`src/jsu_pkg.sv`:
```
// ----------------------------------------------------------------------------
// JSON string unescape unit - package
// Result kind codes and the per-byte result bundle type.
// ----------------------------------------------------------------------------
package jsu_pkg;

	localparam logic [2:0] K_DATA    = 3'd0;
	localparam logic [2:0] K_END     = 3'd1;
	localparam logic [2:0] K_CTRL    = 3'd2;
	localparam logic [2:0] K_ESC     = 3'd3;
	localparam logic [2:0] K_HEX     = 3'd4;
	localparam logic [2:0] K_SURR    = 3'd5;
	localparam logic [2:0] K_UNTERM  = 3'd6;
	localparam logic [2:0] K_NOQUOTE = 3'd7;

	localparam int MAX_RES = 5;

	// all results caused by one input byte, entry 0 goes out first
	typedef struct packed {
		logic [2:0]                 cnt;
		logic [MAX_RES-1:0][7:0]    byt;
		logic [MAX_RES-1:0][2:0]    knd;
	} bundle_t;

endpackage

```
`src/jsu_decode.sv`:
```
// ----------------------------------------------------------------------------
// JSON string unescape unit - byte decoder
// Parser state registers and the single-pass logic that turns one byte
// into a bundle of up to five results.
// ----------------------------------------------------------------------------
module jsu_decode (
	input  logic             clk,
	input  logic             arst_n,
	input  logic             step,
	input  logic [7:0]       data_s1,
	input  logic             last_s1,
	output jsu_pkg::bundle_t bnd
);
	import jsu_pkg::*;

	localparam logic [3:0] PH_WAIT = 4'd0;
	localparam logic [3:0] PH_BODY = 4'd1;
	localparam logic [3:0] PH_ESC  = 4'd2;
	localparam logic [3:0] PH_HEX1 = 4'd3;
	localparam logic [3:0] PH_BSL  = 4'd4;
	localparam logic [3:0] PH_UCH  = 4'd5;
	localparam logic [3:0] PH_HEX2 = 4'd6;

	localparam logic [7:0] CH_QUOTE = 8'h22;
	localparam logic [7:0] CH_BSL   = 8'h5C;
	localparam logic [7:0] CH_SLASH = 8'h2F;
	localparam logic [7:0] CH_B     = 8'h62;
	localparam logic [7:0] CH_F     = 8'h66;
	localparam logic [7:0] CH_N     = 8'h6E;
	localparam logic [7:0] CH_R     = 8'h72;
	localparam logic [7:0] CH_T     = 8'h74;
	localparam logic [7:0] CH_U     = 8'h75;
	localparam logic [7:0] CH_SP    = 8'h20;
	localparam logic [7:0] CH_TAB   = 8'h09;
	localparam logic [7:0] CH_CR    = 8'h0D;
	localparam logic [7:0] CH_LF    = 8'h0A;

	typedef struct packed {
		logic [2:0]      cnt;
		logic [3:0][7:0] b;
	} utf8_t;

	function automatic logic [4:0] hex_digit(input logic [7:0] c);
		logic [4:0] r;
		r = '0;
		if (c >= 8'h30 && c <= 8'h39) begin
			r = {1'b1, c[3:0]};
		end else if ((c >= 8'h61 && c <= 8'h66) || (c >= 8'h41 && c <= 8'h46)) begin
			r = {1'b1, c[3:0] + 4'd9};
		end
		return r;
	endfunction

	function automatic utf8_t enc(input logic [20:0] cp);
		utf8_t r;
		r.b = '0;
		if (cp <= 21'h7F) begin
			r.cnt  = 3'd1;
			r.b[0] = {1'b0, cp[6:0]};
		end else if (cp <= 21'h7FF) begin
			r.cnt  = 3'd2;
			r.b[0] = {3'b110, cp[10:6]};
			r.b[1] = {2'b10, cp[5:0]};
		end else if (cp <= 21'hFFFF) begin
			r.cnt  = 3'd3;
			r.b[0] = {4'b1110, cp[15:12]};
			r.b[1] = {2'b10, cp[11:6]};
			r.b[2] = {2'b10, cp[5:0]};
		end else begin
			r.cnt  = 3'd4;
			r.b[0] = {5'b11110, cp[20:18]};
			r.b[1] = {2'b10, cp[17:12]};
			r.b[2] = {2'b10, cp[11:6]};
			r.b[3] = {2'b10, cp[5:0]};
		end
		return r;
	endfunction

	logic [3:0]  phase_q, ph_n;
	logic [1:0]  dcnt_q, dc_n;
	logic [15:0] hval_q, hv_n;
	logic [9:0]  hsur_q, hs_n;

	logic [4:0]      hx;
	logic [15:0]     hv_new;
	logic [20:0]     cp;
	utf8_t           u8;
	logic            ws;
	logic            is_hi, is_lo;
	logic [2:0]      mcnt;
	logic [3:0][7:0] mb;
	logic [3:0][2:0] mk;

	assign hx     = hex_digit(data_s1);
	assign hv_new = {hval_q[11:0], hx[3:0]};
	assign is_hi  = (hv_new[15:10] == 6'b110110);
	assign is_lo  = (hv_new[15:10] == 6'b110111);
	// surrogate pair: 0x10000 + (high bits << 10) + low bits
	assign cp     = (phase_q == PH_HEX2) ? 21'h10000 + {1'b0, hsur_q, hv_new[9:0]}
	                                     : {5'b0, hv_new};
	assign u8     = enc(cp);
	assign ws     = (data_s1 == CH_SP) || (data_s1 == CH_TAB) ||
	                (data_s1 == CH_CR) || (data_s1 == CH_LF);

	always_comb begin
		ph_n = phase_q;
		dc_n = dcnt_q;
		hv_n = hval_q;
		hs_n = hsur_q;
		mcnt = 3'd0;
		mb   = '0;
		mk   = '0;
		case (phase_q)
			PH_BODY: begin
				if (data_s1 == CH_QUOTE) begin
					mcnt = 3'd1; mk[0] = K_END; ph_n = PH_WAIT;
				end else if (data_s1 < CH_SP) begin
					mcnt = 3'd1; mk[0] = K_CTRL; ph_n = PH_WAIT;
				end else if (data_s1 == CH_BSL) begin
					ph_n = PH_ESC;
				end else begin
					mcnt = 3'd1; mb[0] = data_s1;
				end
			end
			PH_ESC: begin
				ph_n = PH_BODY;
				mcnt = 3'd1;
				case (data_s1)
					CH_QUOTE: mb[0] = CH_QUOTE;
					CH_BSL:   mb[0] = CH_BSL;
					CH_SLASH: mb[0] = CH_SLASH;
					CH_B:     mb[0] = 8'h08;
					CH_F:     mb[0] = 8'h0C;
					CH_N:     mb[0] = CH_LF;
					CH_R:     mb[0] = CH_CR;
					CH_T:     mb[0] = CH_TAB;
					CH_U: begin
						mcnt = 3'd0; ph_n = PH_HEX1; dc_n = 2'd0; hv_n = '0;
					end
					default: begin
						mk[0] = K_ESC; ph_n = PH_WAIT;
					end
				endcase
			end
			PH_HEX1, PH_HEX2: begin
				if (!hx[4]) begin
					mcnt = 3'd1; mk[0] = K_HEX; ph_n = PH_WAIT;
				end else begin
					hv_n = hv_new;
					dc_n = dcnt_q + 2'd1;
					if (dcnt_q == 2'd3) begin
						if (phase_q == PH_HEX1 && is_hi) begin
							hs_n = hv_new[9:0];
							ph_n = PH_BSL;
						end else if ((phase_q == PH_HEX1) ? is_lo : !is_lo) begin
							mcnt = 3'd1; mk[0] = K_SURR; ph_n = PH_WAIT;
						end else begin
							mcnt = u8.cnt; mb = u8.b; ph_n = PH_BODY;
						end
					end
				end
			end
			PH_BSL: begin
				if (data_s1 == CH_BSL) begin
					ph_n = PH_UCH;
				end else begin
					mcnt = 3'd1; mk[0] = K_SURR; ph_n = PH_WAIT;
				end
			end
			PH_UCH: begin
				if (data_s1 == CH_U) begin
					ph_n = PH_HEX2; dc_n = 2'd0; hv_n = '0;
				end else begin
					mcnt = 3'd1; mk[0] = K_SURR; ph_n = PH_WAIT;
				end
			end
			default: begin
				ph_n = PH_WAIT;
				if (data_s1 == CH_QUOTE) begin
					ph_n = PH_BODY;
				end else if (!ws || last_s1) begin
					mcnt = 3'd1; mk[0] = K_NOQUOTE;
				end
			end
		endcase

		bnd.cnt    = mcnt;
		bnd.byt    = {8'd0, mb};
		bnd.knd    = {K_DATA, mk};
		// buffer ran out inside a string: append the unterminated marker
		if (last_s1 && ph_n != PH_WAIT) begin
			for (int i = 0; i < MAX_RES; i++) begin
				if (3'(i) == mcnt) begin
					bnd.byt[i] = 8'd0;
					bnd.knd[i] = K_UNTERM;
				end
			end
			bnd.cnt = mcnt + 3'd1;
			ph_n    = PH_WAIT;
		end
	end

	always_ff @(posedge clk or negedge arst_n) begin
		if (!arst_n) begin
			phase_q <= PH_WAIT;
			dcnt_q  <= '0;
			hval_q  <= '0;
			hsur_q  <= '0;
		end else if (step) begin
			phase_q <= ph_n;
			dcnt_q  <= dc_n;
			hval_q  <= hv_n;
			hsur_q  <= hs_n;
		end
	end

endmodule

```
`src/jsu_outq.sv`:
```
// ----------------------------------------------------------------------------
// JSON string unescape unit - result register
// Holds one result bundle and shifts it out one result per transaction.
// ----------------------------------------------------------------------------
module jsu_outq (
	input  logic             clk,
	input  logic             arst_n,
	input  logic             load,
	input  jsu_pkg::bundle_t bnd,
	output logic             can_load,
	output logic             res_valid,
	input  logic             res_stall,
	output logic [7:0]       out_byte,
	output logic [2:0]       kind,
	output logic             run_last
);
	import jsu_pkg::*;

	logic [2:0]              cnt_q;
	logic [MAX_RES-1:0][7:0] byt_q;
	logic [MAX_RES-1:0][2:0] knd_q;
	logic                    pop;

	assign res_valid = (cnt_q != 3'd0);
	assign pop       = res_valid && !res_stall;
	assign can_load  = (cnt_q == 3'd0) || (cnt_q == 3'd1 && pop);
	assign out_byte  = byt_q[0];
	assign kind      = knd_q[0];
	assign run_last  = (cnt_q == 3'd1);

	always_ff @(posedge clk or negedge arst_n) begin
		if (!arst_n) begin
			cnt_q <= '0;
		end else if (load) begin
			cnt_q <= bnd.cnt;
		end else if (pop) begin
			cnt_q <= cnt_q - 3'd1;
		end
	end

	always_ff @(posedge clk) begin
		if (load && bnd.cnt != 3'd0) begin
			byt_q <= bnd.byt;
			knd_q <= bnd.knd;
		end else if (pop) begin
			byt_q <= {8'd0, byt_q[MAX_RES-1:1]};
			knd_q <= {K_DATA, knd_q[MAX_RES-1:1]};
		end
	end

endmodule

```
`src/json_string_unescape_utf8_unit.sv`:
```
// ----------------------------------------------------------------------------
// JSON string unescape unit - top level
// Byte stream of JSON text in, unescaped UTF-8 bytes and status codes out.
// ----------------------------------------------------------------------------
//  channel | handshake             | payload
//  --------+-----------------------+-------------------------------
//  byte    | byte_valid/byte_stall | data_byte, last_byte
//  res     | res_valid/res_stall   | out_byte, kind, run_last
//
// One byte per cycle while each byte gives at most one result and res_stall is low.
// A byte giving n results (UTF-8 sequence plus unterminated marker) holds the result
// register until all n are taken; input stalls behind it.
// Reset returns the parser to waiting for an opening quote, no results held.
// Bytes that give no result pass the decoder without using the result register.
module json_string_unescape_utf8_unit (
	input  logic       clk,
	input  logic       arst_n,
	input  logic       byte_valid,
	output logic       byte_stall,
	input  logic [7:0] data_byte,
	input  logic       last_byte,
	output logic       res_valid,
	input  logic       res_stall,
	output logic [7:0] out_byte,
	output logic [2:0] kind,
	output logic       run_last
);
	import jsu_pkg::*;

	logic       vld_s1;
	logic [7:0] data_s1;
	logic       last_s1;
	logic       can_load;
	logic       step;
	logic       take;
	bundle_t    bnd;

	assign step       = vld_s1 && can_load;
	assign byte_stall = vld_s1 && !can_load;
	assign take       = byte_valid && !byte_stall;

	always_ff @(posedge clk or negedge arst_n) begin
		if (!arst_n) begin
			vld_s1 <= 1'b0;
		end else if (take) begin
			vld_s1 <= 1'b1;
		end else if (step) begin
			vld_s1 <= 1'b0;
		end
	end

	always_ff @(posedge clk) begin
		if (take) begin
			data_s1 <= data_byte;
			last_s1 <= last_byte;
		end
	end

	jsu_decode u_decode (
		.clk     (clk),
		.arst_n  (arst_n),
		.step    (step),
		.data_s1 (data_s1),
		.last_s1 (last_s1),
		.bnd     (bnd)
	);

	jsu_outq u_outq (
		.clk       (clk),
		.arst_n    (arst_n),
		.load      (step),
		.bnd       (bnd),
		.can_load  (can_load),
		.res_valid (res_valid),
		.res_stall (res_stall),
		.out_byte  (out_byte),
		.kind      (kind),
		.run_last  (run_last)
	);

endmodule

```
`config.mk`:
```
export PLATFORM = sky130hd
export DESIGN_NAME = json_string_unescape_utf8_unit
export DESIGN_NICKNAME = d
export VERILOG_FILES = /design/src/jsu_pkg.sv /design/src/jsu_decode.sv /design/src/jsu_outq.sv /design/src/json_string_unescape_utf8_unit.sv
export SDC_FILE = /design/constraint.sdc
export NUM_CORES = 1
export LEC_CHECK = 0
export BUFFER_PORTS_ARGS = -buffer_cell sky130_fd_sc_hd__buf_2
export CELL_PAD_IN_SITES_DETAIL_PLACEMENT = 0
export CELL_PAD_IN_SITES_GLOBAL_PLACEMENT = 1
export CORE_MARGIN = 2
export CORE_UTILIZATION = 44
export DETAILED_ROUTE_END_ITERATION = 16
export PLACE_DENSITY = 0.73
export SLEW_MARGIN = 20
export SYNTH_ARGS = -nofsm -noshare
export SYNTH_HDL_FRONTEND = slang
export SYNTH_SLANG_ARGS = --single-unit
```
`constraint.sdc`:
```
create_clock -name clk -period 4.7 [get_ports clk]
set_input_delay 0.235 -clock clk [delete_from_list [all_inputs] [get_ports clk]]
set_output_delay 0.235 -clock clk [all_outputs]
set_load 0.01 [all_outputs]
```
==> results.sh <==
export IMPL_synth_edf_count=45
export IMPL_async_flop_share_pct=41.56
export IMPL_syn_cell_area_mm2=0.005107
export IMPL_reg2regPathDepth=14
export IMPL_power_share_sequential_pct=42.1
export IMPL_ys_flop_type="edfxtp_1"
export IMPL_drcViolationCount=0
export IMPL_p_per_area_mw_per_mm2=455.7
export IMPL_path_max_fanout=32
export IMPL_h_tree_depth=3
export IMPL_wl_met3_um=719
export IMPL_setup_tns_ps=0
export IMPL_wl_per_cell_um=18.95
export IMPL_n_antenna_cell=0
export IMPL_cts_tree="done"
export IMPL_hold_slack_ps=61.70
export IMPL_min_path_cells=1
export IMPL_io_buffers=26
export IMPL_cp_start_kind="flop"
export IMPL_fillerInstances=1054
export IMPL_synth_area_top_cells="edfxtp_1 (26%), dfrtp_1 (16%), nand2_1 (4.3%), mux2_4 (4.1%), ha_1 (3.4%)"
export IMPL_avgSynthCellArea_um2=9.975
export IMPL_finalHoldViolCount=0
export IMPL_path_clk_slew_ps=60
export IMPL_synth_seq_cells=77
export IMPL_cts_root_buf="clkbuf_16"
export IMPL_finalWeightedCongestion=0.9226
export IMPL_fmax_ghz=0.2303
export IMPL_numCtsBuffers=9
export IMPL_vdd_drop_max_v=0.0003021
export IMPL_p_comb_share_pct=30.7
export IMPL_maxCapViolCount=0
export IMPL_grt_pass1_vias=3820
export IMPL_post_route_util_pct=49.98
export IMPL_start_util_pct=44.92
export IMPL_hpwl_um=9416
export IMPL_dieWidth_um=111.7
export IMPL_grt_antenna_before_repair=0
export IMPL_synth_most_common_cell="nand2_1"
export IMPL_setup_viol=0
export IMPL_layout_drive_gt1_share_pct=19.93
export IMPL_cts_buffer_depth=2
export IMPL_dr_max_layer_used="met4"
export IMPL_p_clk_share_pct=27.1
export IMPL_drt_iter0_drc=274
export IMPL_grt_pass1_wl_um=20890
export IMPL_cts_sinks=77
export IMPL_arrival_ps=4430
export IMPL_p_sw_share_pct=31.39
export IMPL_rsz0062_at_grt="no"
export IMPL_fp_row_count=39
export IMPL_dieArea_mm2=0.01249
export IMPL_critPathKind="reg2reg"
export IMPL_vias=4010
export IMPL_fin_crit_sh_pct=92.39
export IMPL_synth_top_area_share_pct=26.46
export IMPL_synth_nets=539
export IMPL_status="finished clean"
export IMPL_ys_seq_area_share_pct=42.14
export IMPL_ys_types=75
export IMPL_worstPathRequired_ps=4790
export IMPL_globalRoute_totalOverflow=0
export IMPL_fin_crit_ps=4342
export IMPL_slew_limit_headroom_pct=33.08
export IMPL_finClkSkew_ps=6.889
export IMPL_coreArea_mm2=0.01137
export IMPL_die_height_um=111.7
export IMPL_grtUsageTotal_pct=21.56
export IMPL_yosys_warnings=0
export IMPL_antenna_left=0
export IMPL_syn_instance_count=512
export IMPL_vias_per_cell=5.897
export IMPL_wl_met1_um=6139
export IMPL_hold_path_class="in2reg"
export IMPL_switching_power_w=0.0008130
export IMPL_drt_pass1_iter_count=5
export IMPL_drv_slew=0
export IMPL_post_cts_buffers=0
export IMPL_grt_max_degree=37
export IMPL_yosys_area_top_type="edfxtp_1"
export IMPL_synth_top_cells_by_count="nand2_1 (59), edfxtp_1 (45), nor2_1 (37), dfrtp_1 (32), a21oi_1 (29)"
export IMPL_io_pins=27
export IMPL_finalNetCount=559
export IMPL_clkLatencyLatePin_ps=350
export IMPL_power_internal_w=0.001777
export IMPL_crit_path_end_kind="flop"
export IMPL_tightestPinTransition_ps=1004
export IMPL_postRouteWirelength_um=12890
export IMPL_area_growth_pct=11.27
export IMPL_wl_met2_um=5653
export IMPL_p_leak_nw=2.346
[cell type report]
cell class,instances,area [µm²],share of cell area (%)
Clock inverter,6,71.32,1.255
Clock buffer,10,229.0,4.029
Tap cell,143,178.9,3.148
Timing Repair Buffer,48,310.3,5.460
Sequential cell,77,2152,37.87
Multi-Input combinational cell,376,2666,46.92
Inverter,20,75.07,1.321
[metal layers]
metal / up-vias / GRT usage [%]
li1: 1926 / -
met1: 1935 / 32.20
met2: 127 / 30.87
met3: 22 / 3.266
met4: 0 / 9.712
met5: - / 0
[power groups by stage]
stage / clock (W) / sequential, W / combinational [W]
after CTS: 0.000724 / 0.00109 / 0.000801
after global placement: 0 / 0.00110 / 0.000780
after floorplan: 0 / 0.00108 / 0.000667
after global routing: 0.000752 / 0.00112 / 0.000872
after detailed placement: 0 / 0.00111 / 0.000795
final: 0.000702 / 0.00109 / 0.000796
[cell usage in the layout, fill, tap and decap left out, types with 3 or more instances in the layout]
master      n
and2_1     10
o21ai_0    19
mux2_4     14
or4_1       4
nand3b_1    5
nand4_1     3
ha_1       14
buf_4      20
edfxtp_1   45
or3_1       3
mux2_2      9
clkbuf_16   9
a21o_1      4
a32oi_1     3
nor2_1     37
mux2i_1    11
or3b_1      3
dfrtp_1    32
inv_1      20
a31oi_1     3
o22ai_1     5
a21oi_1    29
xnor2_1     5
nand2_1    59
nand3_1     5
nand2b_1   10
a22oi_1    11
a22o_1      7
nor4_1      3
buf_2      26
nor3_1     19
o211ai_1    3
nor4b_2     4
nor3b_1     5
mux2_1      7
o31ai_1     8
and3_1      6
[logic make-up after synthesis]
| logic type | synth area share [%] |
|---|---|
| AO/OA/AOI/OAI | 16.95 |
| multiplexers | 9.799 |
| buffers and inverters | 5.781 |
| flip-flops | 42.14 |
| adder cells (fa/ha/maj) | 3.430 |
| XOR/XNOR | 1.200 |
| AND/OR/NAND/NOR | 20.70 |
[registers in the layout, summed over array words and instances (netlist names)]
register and flops:
u_outq.byt_q 21, u_decode.dcnt_q 2, data_s1 8, u_decode.phase_q 4, u_decode.hval_q 12, u_outq.knd_q 4
u_outq.out_byte 8, u_decode.hsur_q 10, u_outq.kind 3, last_s1 1, vld_s1 1, u_outq.cnt_q 3
[path summary, 6_finish.rpt]
check                           slack (ps)                  end               start
worst min-delay path                    60           data_s1[1]        data_byte[1]
max in group asynchronous             3760  u_decode.phase_q[1]              arst_n
worst min register to register         490   u_decode.dcnt_q[1]  u_decode.dcnt_q[1]
worst max-delay path                   360     u_outq.byt_q[23]          data_s1[0]
min in group asynchronous              480   u_decode.hval_q[5]              arst_n
worst max register to register         360     u_outq.byt_q[23]          data_s1[0]
[worst max-delay path, stage by stage, from the launching register on]
cell and delay (ps):
edfxtp_1 530, inv_1 140, ha_1 270, nor3b_1 430, a311oi_4 130, or2_1 310, o2111a_1 150, nand2_1 130
inv_1 100, ha_1 190, ha_1 310, and4b_1 220, or3_2 490, buf_4 300, mux2_1 370
[stage by stage]
step           std cells  power, W  setup slack (ps)  cell area (µm²)
6_report             680  0.002590             357.8             5683
5_1_grt              680  0.002739             52.26             5683
4_1_cts              680  0.002618             282.6             5678
3_5_place_dp         663  0.001900             295.4             5368
3_3_place_gp         663  0.001878             506.5             5368
2_1_floorplan        512  0.001748             97.76             5107
[timing repair]
item | in CTS | in global routing
setup endpoints to repair | 0 | 14
resized for setup | 0 | 1
endpoints found under the hold margin | 32 | 0
hold buffers | 1 | 0
Note: power is estimated with default switching activity, not from simulation.
